==> config.mk <==
export PLATFORM = sky130hd
export DESIGN_NAME = indexed_shift_list_flat
export DESIGN_NICKNAME = d
export VERILOG_FILES = /design/src/hw/rtl/isl_pkg.sv /design/src/hw/rtl/isl_req_if.sv /design/src/hw/rtl/isl_rsp_if.sv /design/src/hw/rtl/isl_cell.sv /design/src/hw/rtl/indexed_shift_list.sv /design/src/flat_wrapper.sv
export SDC_FILE = /design/constraint.sdc
export NUM_CORES = 2
export LEC_CHECK = 0
export BUFFER_PORTS_ARGS = -buffer_cell sky130_fd_sc_hd__buf_4
export CAP_MARGIN = 20
export CORE_ASPECT_RATIO = 0.9
export CORE_MARGIN = 8
export CORE_UTILIZATION = 35
export DETAILED_ROUTE_END_ITERATION = 16
export GPL_ROUTABILITY_DRIVEN = 0
export PLACE_DENSITY = 0.6
export SLEW_MARGIN = 5
export SYNTH_ARGS = -nofsm -noshare
export SYNTH_HDL_FRONTEND = slang
export SYNTH_SLANG_ARGS = --single-unit
==> constraint.sdc <==
create_clock -name clk -period 25.6 [get_ports clk]
set_input_delay 7.68 -clock clk [delete_from_list [all_inputs] [get_ports clk]]
set_output_delay 7.68 -clock clk [all_outputs]
set_load 0.1 [all_outputs]
==> src/hw/rtl/isl_pkg.sv <==
// isl_pkg: shared types and constants for the indexed shift list.
// Used by the channel interfaces, the list cell and the top level.
package isl_pkg;

    localparam int CMD_BITS   = 3;
    localparam int INDEX_BITS = 5;
    localparam int VALUE_BITS = 32;
    localparam int COUNT_BITS = 5;
    // wide enough for any position or fill at the largest supported capacity
    localparam int POS_BITS   = 11;

    typedef enum logic [CMD_BITS-1:0] {
        CMD_GET      = 3'd0,
        CMD_SET      = 3'd1,
        CMD_INSERT   = 3'd2,
        CMD_REMOVE   = 3'd3,
        CMD_CONTAINS = 3'd4,
        CMD_APPEND   = 3'd5
    } cmd_t;

    typedef enum logic [2:0] {
        OP_HOLD,
        OP_READ,
        OP_WRITE,
        OP_INSERT,
        OP_REMOVE,
        OP_FIND
    } cell_op_t;

    // broadcast to every cell on an accepted request
    typedef struct packed {
        cell_op_t                op;
        logic [POS_BITS-1:0]     pos;
        logic [POS_BITS-1:0]     fill;
        logic [VALUE_BITS-1:0]   word;
    } isl_cmd_t;

    // per-cell query result, registered inside the cell
    typedef struct packed {
        logic                    hit;
        logic [VALUE_BITS-1:0]   rd;
    } isl_cell_rsp_t;

endpackage

==> src/hw/rtl/isl_req_if.sv <==
// isl_req_if: request channel of the indexed shift list.
// Depends on isl_pkg for field widths.
interface isl_req_if
    import isl_pkg::*;
();
    logic                    valid;
    logic                    ready;
    logic [CMD_BITS-1:0]     command;
    logic [INDEX_BITS-1:0]   index;
    logic [VALUE_BITS-1:0]   value;

    modport source (output valid, output command, output index, output value, input ready);
    modport sink   (input valid, input command, input index, input value, output ready);
endinterface

==> src/hw/rtl/isl_rsp_if.sv <==
// isl_rsp_if: response channel of the indexed shift list.
// Depends on isl_pkg for field widths.
interface isl_rsp_if
    import isl_pkg::*;
();
    logic                    valid;
    logic                    ready;
    logic                    ok;
    logic [VALUE_BITS-1:0]   read_value;
    logic                    found;
    logic [COUNT_BITS-1:0]   count;
    logic                    empty_res;

    modport source (
        output valid, output ok, output read_value, output found,
        output count, output empty_res, input ready
    );
    modport sink (
        input valid, input ok, input read_value, input found,
        input count, input empty_res, output ready
    );
endinterface

==> src/hw/rtl/isl_cell.sv <==
// isl_cell: one list position; holds an entry, shifts with its neighbors,
// and answers read and membership queries. Depends on isl_pkg.
module isl_cell
    import isl_pkg::*;
#(
    parameter int WORD_BITS = 32,
    parameter int POS       = 0
) (
    input  logic                   clk,
    input  logic                   en,
    input  isl_cmd_t               cmd,
    input  logic [WORD_BITS-1:0]   lower_data,
    input  logic [WORD_BITS-1:0]   upper_data,
    output logic [WORD_BITS-1:0]   data,
    output isl_cell_rsp_t          rsp
);

    localparam logic [POS_BITS-1:0] MY_POS = POS_BITS'(POS);

    logic [WORD_BITS-1:0] data_reg, data_next;
    logic [WORD_BITS-1:0] word_w;
    isl_cell_rsp_t        rsp_reg, rsp_next;

    assign word_w = WORD_BITS'(cmd.word);

    always_comb
    begin
        data_next = data_reg;
        rsp_next  = '0;
        unique case (cmd.op)
            OP_HOLD:
            begin
            end
            OP_READ:
            begin
                if (MY_POS == cmd.pos)
                    rsp_next.rd = VALUE_BITS'(data_reg);
            end
            OP_WRITE:
            begin
                if (MY_POS == cmd.pos)
                    data_next = word_w;
            end
            OP_INSERT:
            begin
                if (MY_POS == cmd.pos)
                    data_next = word_w;
                else if (MY_POS > cmd.pos)
                    data_next = lower_data;
            end
            OP_REMOVE:
            begin
                if (MY_POS >= cmd.pos)
                    data_next = upper_data;
            end
            OP_FIND:
            begin
                if (MY_POS < cmd.fill && data_reg == word_w)
                    rsp_next.hit = 1'b1;
            end
            default:
            begin
            end
        endcase
    end

    always_ff @(posedge clk)
    begin
        if (en)
        begin
            data_reg <= data_next;
            rsp_reg  <= rsp_next;
        end
    end

    assign data = data_reg;
    assign rsp  = rsp_reg;

endmodule

==> src/hw/rtl/indexed_shift_list.sv <==
// indexed_shift_list: fixed-capacity ordered word list built as a row of cells.
// Depends on isl_pkg, isl_req_if, isl_rsp_if and isl_cell.
//
//   channel  dir  handshake     payload
//   req      in   valid/ready   command, index, value
//   rsp      out  valid/ready   ok, read_value, found, count, empty_res
//   cfg      in   cfg_we        cfg_wdata (compare_enable)
//
// One request per cycle while req.ready is high. The cells all read, shift,
// write or compare in the cycle the request is accepted and register their
// query results; the output stage merges these into the output register.
// req.ready drops only while both stages hold responses and rsp is stalled.
// Reset clears the fill count and sets compare_enable; entries need no clearing.
module indexed_shift_list
    import isl_pkg::*;
#(
    parameter int CAPACITY  = 16,
    parameter int WORD_BITS = 32
) (
    input  logic       clk,
    input  logic       rst_n,
    isl_req_if.sink    req,
    isl_rsp_if.source  rsp,
    input  logic       cfg_we,
    input  logic       cfg_wdata
);

    localparam int FW = $clog2(CAPACITY + 1);

    logic                    cmp_en_reg;
    logic [FW-1:0]           fill_reg, fill_next;
    logic                    s1_vld_reg, s1_vld_next;
    logic                    s1_ok_reg;
    logic [FW-1:0]           s1_fill_reg;
    logic                    out_vld_reg, out_vld_next;
    logic                    out_ok_reg;
    logic [VALUE_BITS-1:0]   out_rd_reg, out_rd_next;
    logic                    out_found_reg, out_found_next;
    logic [COUNT_BITS-1:0]   out_count_reg;
    logic                    out_empty_reg;

    logic                    accept, s1_adv, ok_c, full;
    logic [POS_BITS-1:0]     idx_x, fill_x;
    isl_cmd_t                cmd;
    logic [WORD_BITS-1:0]    cell_data [CAPACITY];
    isl_cell_rsp_t           cell_rsp  [CAPACITY];

    assign s1_adv    = s1_vld_reg && (!out_vld_reg || rsp.ready);
    assign req.ready = !s1_vld_reg || s1_adv;
    assign accept    = req.valid && req.ready;

    assign idx_x  = POS_BITS'(req.index);
    assign fill_x = POS_BITS'(fill_reg);
    assign full   = (fill_x == POS_BITS'(CAPACITY));

    // command decode
    always_comb
    begin
        cmd.op    = OP_HOLD;
        cmd.pos   = idx_x;
        cmd.fill  = fill_x;
        cmd.word  = req.value;
        ok_c      = 1'b0;
        fill_next = fill_reg;
        unique case (req.command)
            CMD_GET:
            begin
                if (idx_x < fill_x)
                begin
                    ok_c   = 1'b1;
                    cmd.op = OP_READ;
                end
            end
            CMD_SET:
            begin
                if (idx_x < fill_x)
                begin
                    ok_c   = 1'b1;
                    cmd.op = OP_WRITE;
                end
            end
            CMD_INSERT:
            begin
                if (idx_x <= fill_x && !full)
                begin
                    ok_c      = 1'b1;
                    cmd.op    = OP_INSERT;
                    fill_next = fill_reg + 1'b1;
                end
            end
            CMD_REMOVE:
            begin
                if (idx_x < fill_x)
                begin
                    ok_c      = 1'b1;
                    cmd.op    = OP_REMOVE;
                    fill_next = fill_reg - 1'b1;
                end
            end
            CMD_CONTAINS:
            begin
                ok_c = 1'b1;
                if (cmp_en_reg)
                    cmd.op = OP_FIND;
            end
            CMD_APPEND:
            begin
                if (!full)
                begin
                    ok_c      = 1'b1;
                    cmd.op    = OP_WRITE;
                    cmd.pos   = fill_x;
                    fill_next = fill_reg + 1'b1;
                end
            end
            default:
            begin
            end
        endcase
    end

    for (genvar i = 0; i < CAPACITY; i++)
    begin : g_cell
        logic [WORD_BITS-1:0] lower_w, upper_w;
        if (i == 0)
        begin : g_first
            assign lower_w = cell_data[i];
        end
        else
        begin : g_lower
            assign lower_w = cell_data[i-1];
        end
        if (i == CAPACITY - 1)
        begin : g_last
            assign upper_w = cell_data[i];
        end
        else
        begin : g_upper
            assign upper_w = cell_data[i+1];
        end

        isl_cell #(
            .WORD_BITS (WORD_BITS),
            .POS       (i)
        ) u_cell (
            .clk        (clk),
            .en         (accept),
            .cmd        (cmd),
            .lower_data (lower_w),
            .upper_data (upper_w),
            .data       (cell_data[i]),
            .rsp        (cell_rsp[i])
        );
    end

    // merge per-cell query results
    always_comb
    begin
        out_rd_next    = '0;
        out_found_next = 1'b0;
        for (int k = 0; k < CAPACITY; k++)
        begin
            out_rd_next    = out_rd_next | cell_rsp[k].rd;
            out_found_next = out_found_next | cell_rsp[k].hit;
        end
    end

    always_comb
    begin
        s1_vld_next = s1_vld_reg;
        if (accept)
            s1_vld_next = 1'b1;
        else if (s1_adv)
            s1_vld_next = 1'b0;
        out_vld_next = out_vld_reg;
        if (s1_adv)
            out_vld_next = 1'b1;
        else if (rsp.ready)
            out_vld_next = 1'b0;
    end

    always_ff @(posedge clk or negedge rst_n)
    begin
        if (!rst_n)
        begin
            cmp_en_reg  <= 1'b1;
            fill_reg    <= '0;
            s1_vld_reg  <= 1'b0;
            out_vld_reg <= 1'b0;
        end
        else
        begin
            if (cfg_we)
                cmp_en_reg <= cfg_wdata;
            if (accept)
                fill_reg <= fill_next;
            s1_vld_reg  <= s1_vld_next;
            out_vld_reg <= out_vld_next;
        end
    end

    always_ff @(posedge clk)
    begin
        if (accept)
        begin
            s1_ok_reg   <= ok_c;
            s1_fill_reg <= fill_next;
        end
        if (s1_adv)
        begin
            out_ok_reg    <= s1_ok_reg;
            out_rd_reg    <= out_rd_next;
            out_found_reg <= out_found_next;
            out_count_reg <= COUNT_BITS'(s1_fill_reg);
            out_empty_reg <= (s1_fill_reg == '0);
        end
    end

    assign rsp.valid      = out_vld_reg;
    assign rsp.ok         = out_ok_reg;
    assign rsp.read_value = out_rd_reg;
    assign rsp.found      = out_found_reg;
    assign rsp.count      = out_count_reg;
    assign rsp.empty_res  = out_empty_reg;

`ifndef SYNTHESIS
    a_fill_bound: assert property (@(posedge clk) disable iff (!rst_n)
        POS_BITS'(fill_reg) <= POS_BITS'(CAPACITY))
        else $error("fill exceeds capacity");

    a_remove_shrinks: assert property (@(posedge clk) disable iff (!rst_n)
        (accept && ok_c && req.command == CMD_REMOVE)
        |=> fill_reg == FW'($past(fill_reg) - 1'b1))
        else $error("remove did not shrink fill");

    a_stall_cause: assert property (@(posedge clk) disable iff (!rst_n)
        !req.ready |-> (s1_vld_reg && out_vld_reg && !rsp.ready))
        else $error("request stalled without a full pipeline");

    a_failed_no_change: assert property (@(posedge clk) disable iff (!rst_n)
        (accept && !ok_c) |=> $stable(fill_reg))
        else $error("failed request changed fill");
`endif

endmodule

==> src/flat_wrapper.sv <==
// flat-port wrapper written by rule: the top's interface ports become plain ports
module indexed_shift_list_flat import isl_pkg::*;
#(
    parameter int CAPACITY  = 16,
    parameter int WORD_BITS = 32
)
  (clk, rst_n, cfg_we, cfg_wdata, req_valid, req_command, req_index, req_value, req_ready, rsp_valid, rsp_ok, rsp_read_value, rsp_found, rsp_count, rsp_empty_res, rsp_ready);
  isl_req_if req_i ();
  isl_rsp_if rsp_i ();
  input  logic clk;
  input  logic rst_n;
  input  logic cfg_we;
  input  logic cfg_wdata;
  input wire logic [$bits(req_i.valid)-1:0] req_valid;
  input wire logic [$bits(req_i.command)-1:0] req_command;
  input wire logic [$bits(req_i.index)-1:0] req_index;
  input wire logic [$bits(req_i.value)-1:0] req_value;
  output wire logic [$bits(req_i.ready)-1:0] req_ready;
  output wire logic [$bits(rsp_i.valid)-1:0] rsp_valid;
  output wire logic [$bits(rsp_i.ok)-1:0] rsp_ok;
  output wire logic [$bits(rsp_i.read_value)-1:0] rsp_read_value;
  output wire logic [$bits(rsp_i.found)-1:0] rsp_found;
  output wire logic [$bits(rsp_i.count)-1:0] rsp_count;
  output wire logic [$bits(rsp_i.empty_res)-1:0] rsp_empty_res;
  input wire logic [$bits(rsp_i.ready)-1:0] rsp_ready;
  assign req_i.valid = req_valid;
  assign req_i.command = req_command;
  assign req_i.index = req_index;
  assign req_i.value = req_value;
  assign req_ready = req_i.ready;
  assign rsp_valid = rsp_i.valid;
  assign rsp_ok = rsp_i.ok;
  assign rsp_read_value = rsp_i.read_value;
  assign rsp_found = rsp_i.found;
  assign rsp_count = rsp_i.count;
  assign rsp_empty_res = rsp_i.empty_res;
  assign rsp_i.ready = rsp_ready;
  indexed_shift_list #(.CAPACITY(CAPACITY), .WORD_BITS(WORD_BITS)) u_core (.clk(clk), .rst_n(rst_n), .req(req_i), .rsp(rsp_i), .cfg_we(cfg_we), .cfg_wdata(cfg_wdata));
endmodule
== Word-level counts from Yosys, hierarchy flattened ==
Index checks and enable logic that the tools add are counted.

* Bits in registers: 1,094
* Word-level logic and storage cells: 406

* Add/subtract/negate cells: 2
* Order comparisons: 48
* Equality and inequality tests: 88
* Mux-type cells: 113
* Bitwise operators: 30
* Reduce and logical (&&, ||, !) cells: 66

{| class="wikitable"
|+ Operator list
! kind !! number
|-
| 32-bit two-way mux || 61
|-
| 32-bit case mux with 3 select lines || 14
|-
| 32-bit equality test || 16
|-
| 32-bit bitwise OR || 15
|-
| 32-bit case mux with 2 select lines || 2
|-
| 4-bit by 11-bit equality test with 1-bit output, first input constant || 8
|-
| 4-bit by 11-bit greater-than comparator with 1-bit output, first input constant || 8
|-
| 4-bit by 11-bit >= comparator with 1-bit output, first input constant || 7
|-
| 5-bit AND reduction || 14
|-
| 2-bit != test, second input constant || 30
|-
| 3-bit != test, second input constant || 15
|-
| 3-bit by 11-bit equality test with 1-bit output, first input constant || 4
|-
| 3-bit by 11-bit >= comparator with 1-bit output, first input constant || 4
|-
| 3-bit by 11-bit greater-than comparator with 1-bit output, first input constant || 4
|-
| 4-bit by 5-bit < comparator with 1-bit output, first input constant || 8
|-
| 2-bit AND reduction || 16
|-
| 1-bit two-way mux || 24
|-
| 2-bit by 11-bit equality test with 1-bit output, first input constant || 2
|-
| 1-bit by 11-bit >= comparator with 1-bit output, first input constant || 2
|-
| 2-bit by 11-bit >= comparator with 1-bit output, first input constant || 2
|-
| 2-bit by 11-bit greater-than comparator with 1-bit output, first input constant || 2
|-
| 3-bit by 5-bit < comparator with 1-bit output, first input constant || 4
|-
| 1-bit logical AND || 19
|-
| 3-bit case mux with 6 select lines || 1
|-
| 31 further kinds || 65
|}

== Depth between registers and ports, before layout ==
* Depth in word-level cells: 15
* Mapped depth: 12
* Mapped depth without buffers: 8

== By module ==
Synthesis repeated with hierarchy kept, for this count alone.

* Cell total of the unflattened synthesis: 4,396
* Area, all modules: 56,705.6 um^2

{| class="wikitable"
|+ By module, submodules not included
! module !! instances !! cells an instance !! area each (um^2) !! seq. area each (um^2)
|-
| indexed_shift_list || 1 || 353 || 3,517.1 || 1,582.8
|-
| isl_cell at u_core.g_cell[13].u_cell || 1 || 262 || 3,398.3 || 1,951.9
|-
| isl_cell at u_core.g_cell[3].u_cell || 1 || 261 || 3,375.7 || 1,951.9
|-
| isl_cell at u_core.g_cell[2].u_cell || 1 || 259 || 3,363.2 || 1,951.9
|-
| isl_cell at u_core.g_cell[1].u_cell || 1 || 261 || 3,360.7 || 1,951.9
|-
| isl_cell at u_core.g_cell[9].u_cell || 1 || 255 || 3,343.2 || 1,951.9
|-
| isl_cell at u_core.g_cell[8].u_cell || 1 || 236 || 3,335.7 || 1,951.9
|-
| isl_cell at u_core.g_cell[7].u_cell || 1 || 259 || 3,323.2 || 1,951.9
|-
| isl_cell at u_core.g_cell[6].u_cell || 1 || 258 || 3,318.2 || 1,951.9
|-
| isl_cell at u_core.g_cell[4].u_cell || 1 || 259 || 3,311.9 || 1,951.9
|-
| isl_cell at u_core.g_cell[5].u_cell || 1 || 255 || 3,311.9 || 1,951.9
|-
| isl_cell at u_core.g_cell[11].u_cell || 1 || 238 || 3,309.4 || 1,951.9
|-
| isl_cell at u_core.g_cell[12].u_cell || 1 || 256 || 3,305.7 || 1,951.9
|-
| isl_cell at u_core.g_cell[14].u_cell || 1 || 245 || 3,290.7 || 1,951.9
|-
| +3 rows || n/a || n/a || n/a || n/a
|}

== Worst setup path after synthesis ==
No wires, ideal clock.

* Path kind: input to register
* Start point: input port rsp_ready
* End point: register u_core.g_cell[12].u_cell.data_reg[0] (enable)
* Library setup time: 0.470 ns
* Arrival time: 25.180 ns
* Data required time: 25.130 ns
* Setup slack: -0.050 ns
* Stages on the path: 5
* Path buffers: 0
* Path through: nand3b_1 -> nand2_1 -> inv_1 -> o21ai_0 -> a211oi_1

* Word-level cells in the longest chain between the ends: 5

{| class="wikitable"
|+ Ends and longest elaborated chain
! element !! RTL line !! source
|-
| from (decl) || flat_wrapper.sv:25 || <nowiki>input wire logic [$bits(rsp_i.ready)-1:0] rsp_ready;</nowiki>
|-
| 1-bit logical OR || indexed_shift_list.sv:48 || <nowiki>assign s1_adv = s1_vld_reg && (!out_vld_reg || rsp.ready);</nowiki>
|-
| 1-bit logical AND || indexed_shift_list.sv:48 ||
|-
| 1-bit logical OR || indexed_shift_list.sv:49 || <nowiki>assign req.ready = !s1_vld_reg || s1_adv;</nowiki>
|-
| 1-bit logical AND || indexed_shift_list.sv:50 || <nowiki>assign accept = req.valid && req.ready;</nowiki>
|-
| via u_core.accept || indexed_shift_list.sv:42 || <nowiki>logic accept, s1_adv, ok_c, full;</nowiki>
|-
| 5-bit AND reduction (no source line) || n/a ||
|-
| to (signal assigned) || isl_cell.sv:71 || <nowiki>data_reg <= data_next;</nowiki>
|-
| to (decl) || isl_cell.sv:20 || <nowiki>logic [WORD_BITS-1:0] data_reg, data_next;</nowiki>
|}

The timed path passes the listed nets, and every way through them passes these cells.
A chain may end at the register's enable or synchronous reset.

== Worst setup path in the final report ==
* Start point: input port rsp_ready
* End point: output port req_ready

* Word-level cells in the longest chain between the ends: 3

{| class="wikitable"
|+ Ends and longest elaborated chain
! element !! RTL line !! source
|-
| 1-bit logical OR || indexed_shift_list.sv:48 ||
|-
| 1-bit logical AND || indexed_shift_list.sv:48 ||
|-
| 1-bit logical OR || indexed_shift_list.sv:49 ||
|-
| to (decl) || flat_wrapper.sv:18 || <nowiki>output wire logic [$bits(req_i.ready)-1:0] req_ready;</nowiki>
|}

No other way between the ends.

==> impl_metrics.env <==
export IMPL_die_area_sq_mm=0.164
export IMPL_layout_drive_gt1_share_pct=10.4
export IMPL_cp_start_kind="input port"
export IMPL_yosysWarningCount=0
export IMPL_postSynthCellCount=4099
export IMPL_finalMaxSlewViolations=0
export IMPL_clk_latency_ns=0.76
export IMPL_reg2reg_from="u_core.fill_reg[2]$_DFFE_PN0P_"
export IMPL_rows=135
export IMPL_ctsHtreeMaxLevel=3
export IMPL_root_buffer="clkbuf_16"
export IMPL_tns_ns=0
export IMPL_peakVddDrop_mv=0.0553
export IMPL_num_vias=39278
export IMPL_synthMuxAreaShare_pct=0.799
export IMPL_ioPinCount=88
export IMPL_grt_overflow=0
export IMPL_finalWorstPathRequiredPeriod_ns=15.91
export IMPL_drt_total_wl_um=232000
export IMPL_largest_register_ffs=528
export IMPL_cts_clk_slew_worst_paths_ns=0.06
export IMPL_clock_path_buffers=3
export IMPL_p_per_area_mw_per_mm2=76.3
export IMPL_cts_made_buffers=116
export IMPL_drtIter0Drc=7664
export IMPL_antenna_found_initial=37
export IMPL_worst_pin_slew_ns=1.36
export IMPL_worstSetupStartpoint="rsp_ready"
export IMPL_synth_top_family_by_area="simple AND/OR/NAND/NOR gates"
export IMPL_syn_nets=4154
export IMPL_worstPathArrival_ns=8.23
export IMPL_ctsResizeCount=0
export IMPL_fin_cells=6183
export IMPL_cts_sinks=1094
export IMPL_switching_share_pct=28.9
export IMPL_syn_area_sq_mm=0.0531
export IMPL_avgViaCountPerCell=6.35
export IMPL_gr_usage_all_layers_pct=27.0
export IMPL_synthXorXnorAreaFrac_pct=8.41
export IMPL_rsz0062_at_grt="false"
export IMPL_cts_tree="built"
export IMPL_maxSlewHeadroom_pct=9.64
export IMPL_ys_ff_latch=1094
export IMPL_hold_viol=0
export IMPL_clock_skew_ns=0.0305
export IMPL_num_nets_final=4124
export IMPL_setup_slack_ns=9.69
export IMPL_async_reset_ff_share_pct=0.731
export IMPL_crit_type="in2out"
export IMPL_synth_compound_area_share_pct=11.8
export IMPL_fin_area_sq_mm=0.0600
export IMPL_postCtsHoldBufs=0
export IMPL_place_port_buffers=87
export IMPL_wl_per_cell_um=37.5
export IMPL_drc=0
export IMPL_grt_max_degree=234
export IMPL_worst_path_max_fanout=3
export IMPL_drv_cap=0
export IMPL_comb_power_share_pct=15.0
export IMPL_grt_pass1_wl_um=308000
export IMPL_core_sq_mm=0.151
export IMPL_ant_nets=0
export IMPL_place_inst=5935
export IMPL_die_h_um=385
export IMPL_critPathCaptureType="output port"
export IMPL_start_util_pct=35.3
export IMPL_place_ws_ns=9.69
export IMPL_power_frac_clock_pct=37.9
export IMPL_cts_setup_buffers=0
export IMPL_synth_simple_area_share_pct=14.3
export IMPL_grt_pass1_vias=35617
export IMPL_post_dp_cell_area_sq_mm=0.0561
export IMPL_timing_final_crit_share_pct=62.2
export IMPL_p_sw_mw=1.32
export IMPL_p_seq_share_pct=47.1
export IMPL_synth_area_per_cell_sq_um=13.0
export IMPL_drt_pass1_iterations=9
export IMPL_outcome="complete, no violations"
export IMPL_power_internal_mw=3.26
export IMPL_post_dp_hpwl_um=147000
export IMPL_synth_edff_count=1086
export IMPL_areaGrowthSynthToFinish_pct=13.0
export IMPL_post_synth_num_cell_types=74
export IMPL_cp_required_ns=17.92
export IMPL_p_leak_nw=19.4
export IMPL_die_width_um=427
export IMPL_min_delay_start="u_core.s1_ok_reg$_DFFE_PP_"
export IMPL_setup_viol=0
export IMPL_yosysSeqAreaShare_pct=61.8
export IMPL_max_freq_mhz=62.8
export IMPL_synth_fa_ha_area_share_pct=0.212
export IMPL_hp_class="reg2reg"
export IMPL_ys_flop_type="edfxtp_1"
[stage by stage]
| stage | utilization (%) | hold slack, ns | total power [mW] |
|---|---|---|---|
| finish | 39.9 | 0.428 | 4.58 |
| global route | 39.8 | 0.439 | 4.65 |
| CTS | 39.8 | 0.433 | 4.54 |
| detailed placement | 37.3 | 0.419 | 2.83 |
| global placement | 37.3 | 0.402 | 2.82 |
| floorplan | - | 0.400 | 2.54 |
[synth_stat cells (32+ instances only)]
| master | number | area (sq um) |
|---|---|---|
| clkbuf_1 | 208 | 781 |
| nor3_1 | 33 | 165 |
| inv_1 | 36 | 135 |
| nor4_1 | 216 | 1350 |
| xnor2_1 | 211 | 1850 |
| o21ai_1 | 127 | 636 |
| nand4_1 | 101 | 632 |
| nor2_1 | 61 | 229 |
| edfxtp_1 | 1086 | 32600 |
| xor2_1 | 299 | 2620 |
| o21ai_0 | 115 | 576 |
| a22oi_1 | 223 | 1670 |
| buf_2 | 75 | 375 |
| and2_1 | 739 | 4620 |
| o31ai_1 | 32 | 240 |
| a221o_1 | 228 | 2280 |
| nand2_1 | 61 | 229 |
[final timing paths]
path / end / slack (ns) / depth (start not counted)
min: u_core.rsp.ok$_DFFE_PP_ / 0.43 / 0
max reg2reg: u_core.g_cell[9].u_cell.data[16]$_DFFE_PP_ / 20.24 / 10
max in group asynchronous: u_core.cmp_en_reg$_DFFE_PN1P_ / 18.63 / 1
min in group asynchronous: u_core.fill_reg[2]$_DFFE_PN0P_ / 6.76 / 1
min reg2reg: u_core.rsp.ok$_DFFE_PP_ / 0.43 / 0
max: req_ready / 9.69 / 3
[worst max-delay path, stage by stage]
cell,delay [ns]
buf_4,0.11
nand3b_1,0.18
buf_4,0.26
[layer usage]
| layer | GRT usage, % | vias to the layer above | wire length (um) |
|---|---|---|---|
| li1 | - | 15589 | - |
| met1 | 33.8 | 19616 | 82600 |
| met2 | 39.1 | 3365 | 97100 |
| met3 | 11.3 | 688 | 35800 |
| met4 | 15.6 | 20 | 16200 |
| met5 | 0.178 | - | 201 |
[cells by family after synthesis]
family / count (synthesis)
simple gates: 1259
fa+ha+maj: 9
buf+inv: 359
compound gates: 830
flops: 1094
xor+xnor: 510
mux: 38
[area by class of cell]
class	instances	area [sq um]
Multi-Input combinational cell	2646	19400
Clock inverter	72	756
Timing Repair Buffer	168	1300
Clock buffer	143	3050
Antenna cell	31	77.6
Tap cell	1986	2480
Inverter	43	165
Sequential cell	1094	32800
Fill cell	14088	90500
[power by group through the flow]
stage	logic, mW	clock network, mW	registers (mW)
3_5_place_dp	0.645	0	2.19
2_1_floorplan	0.360	0	2.19
3_3_place_gp	0.636	0	2.19
5_1_grt	0.684	1.80	2.16
4_1_cts	0.647	1.74	2.15
6_report	0.686	1.74	2.16
[layout by cell type (no fill, tap or decap), drive strengths merged, types with 7 or more instances in the layout]
cell       n
xor2     299
dfrtp      7
xnor2    211
nor4     216
clkinv    56
nor2      62
clkbuf   143
edfxtp  1086
o31ai     32
nor3      35
a22oi    223
ha         9
nand2     62
nand4    101
and3       7
diode     31
a21oi     27
buf      168
mux2      35
a221o    228
nand3     20
o21ai    246
a211oi    13
bufinv    15
and2     739
inv       39
No activity file was read; power rests on OpenSTA's default activity.
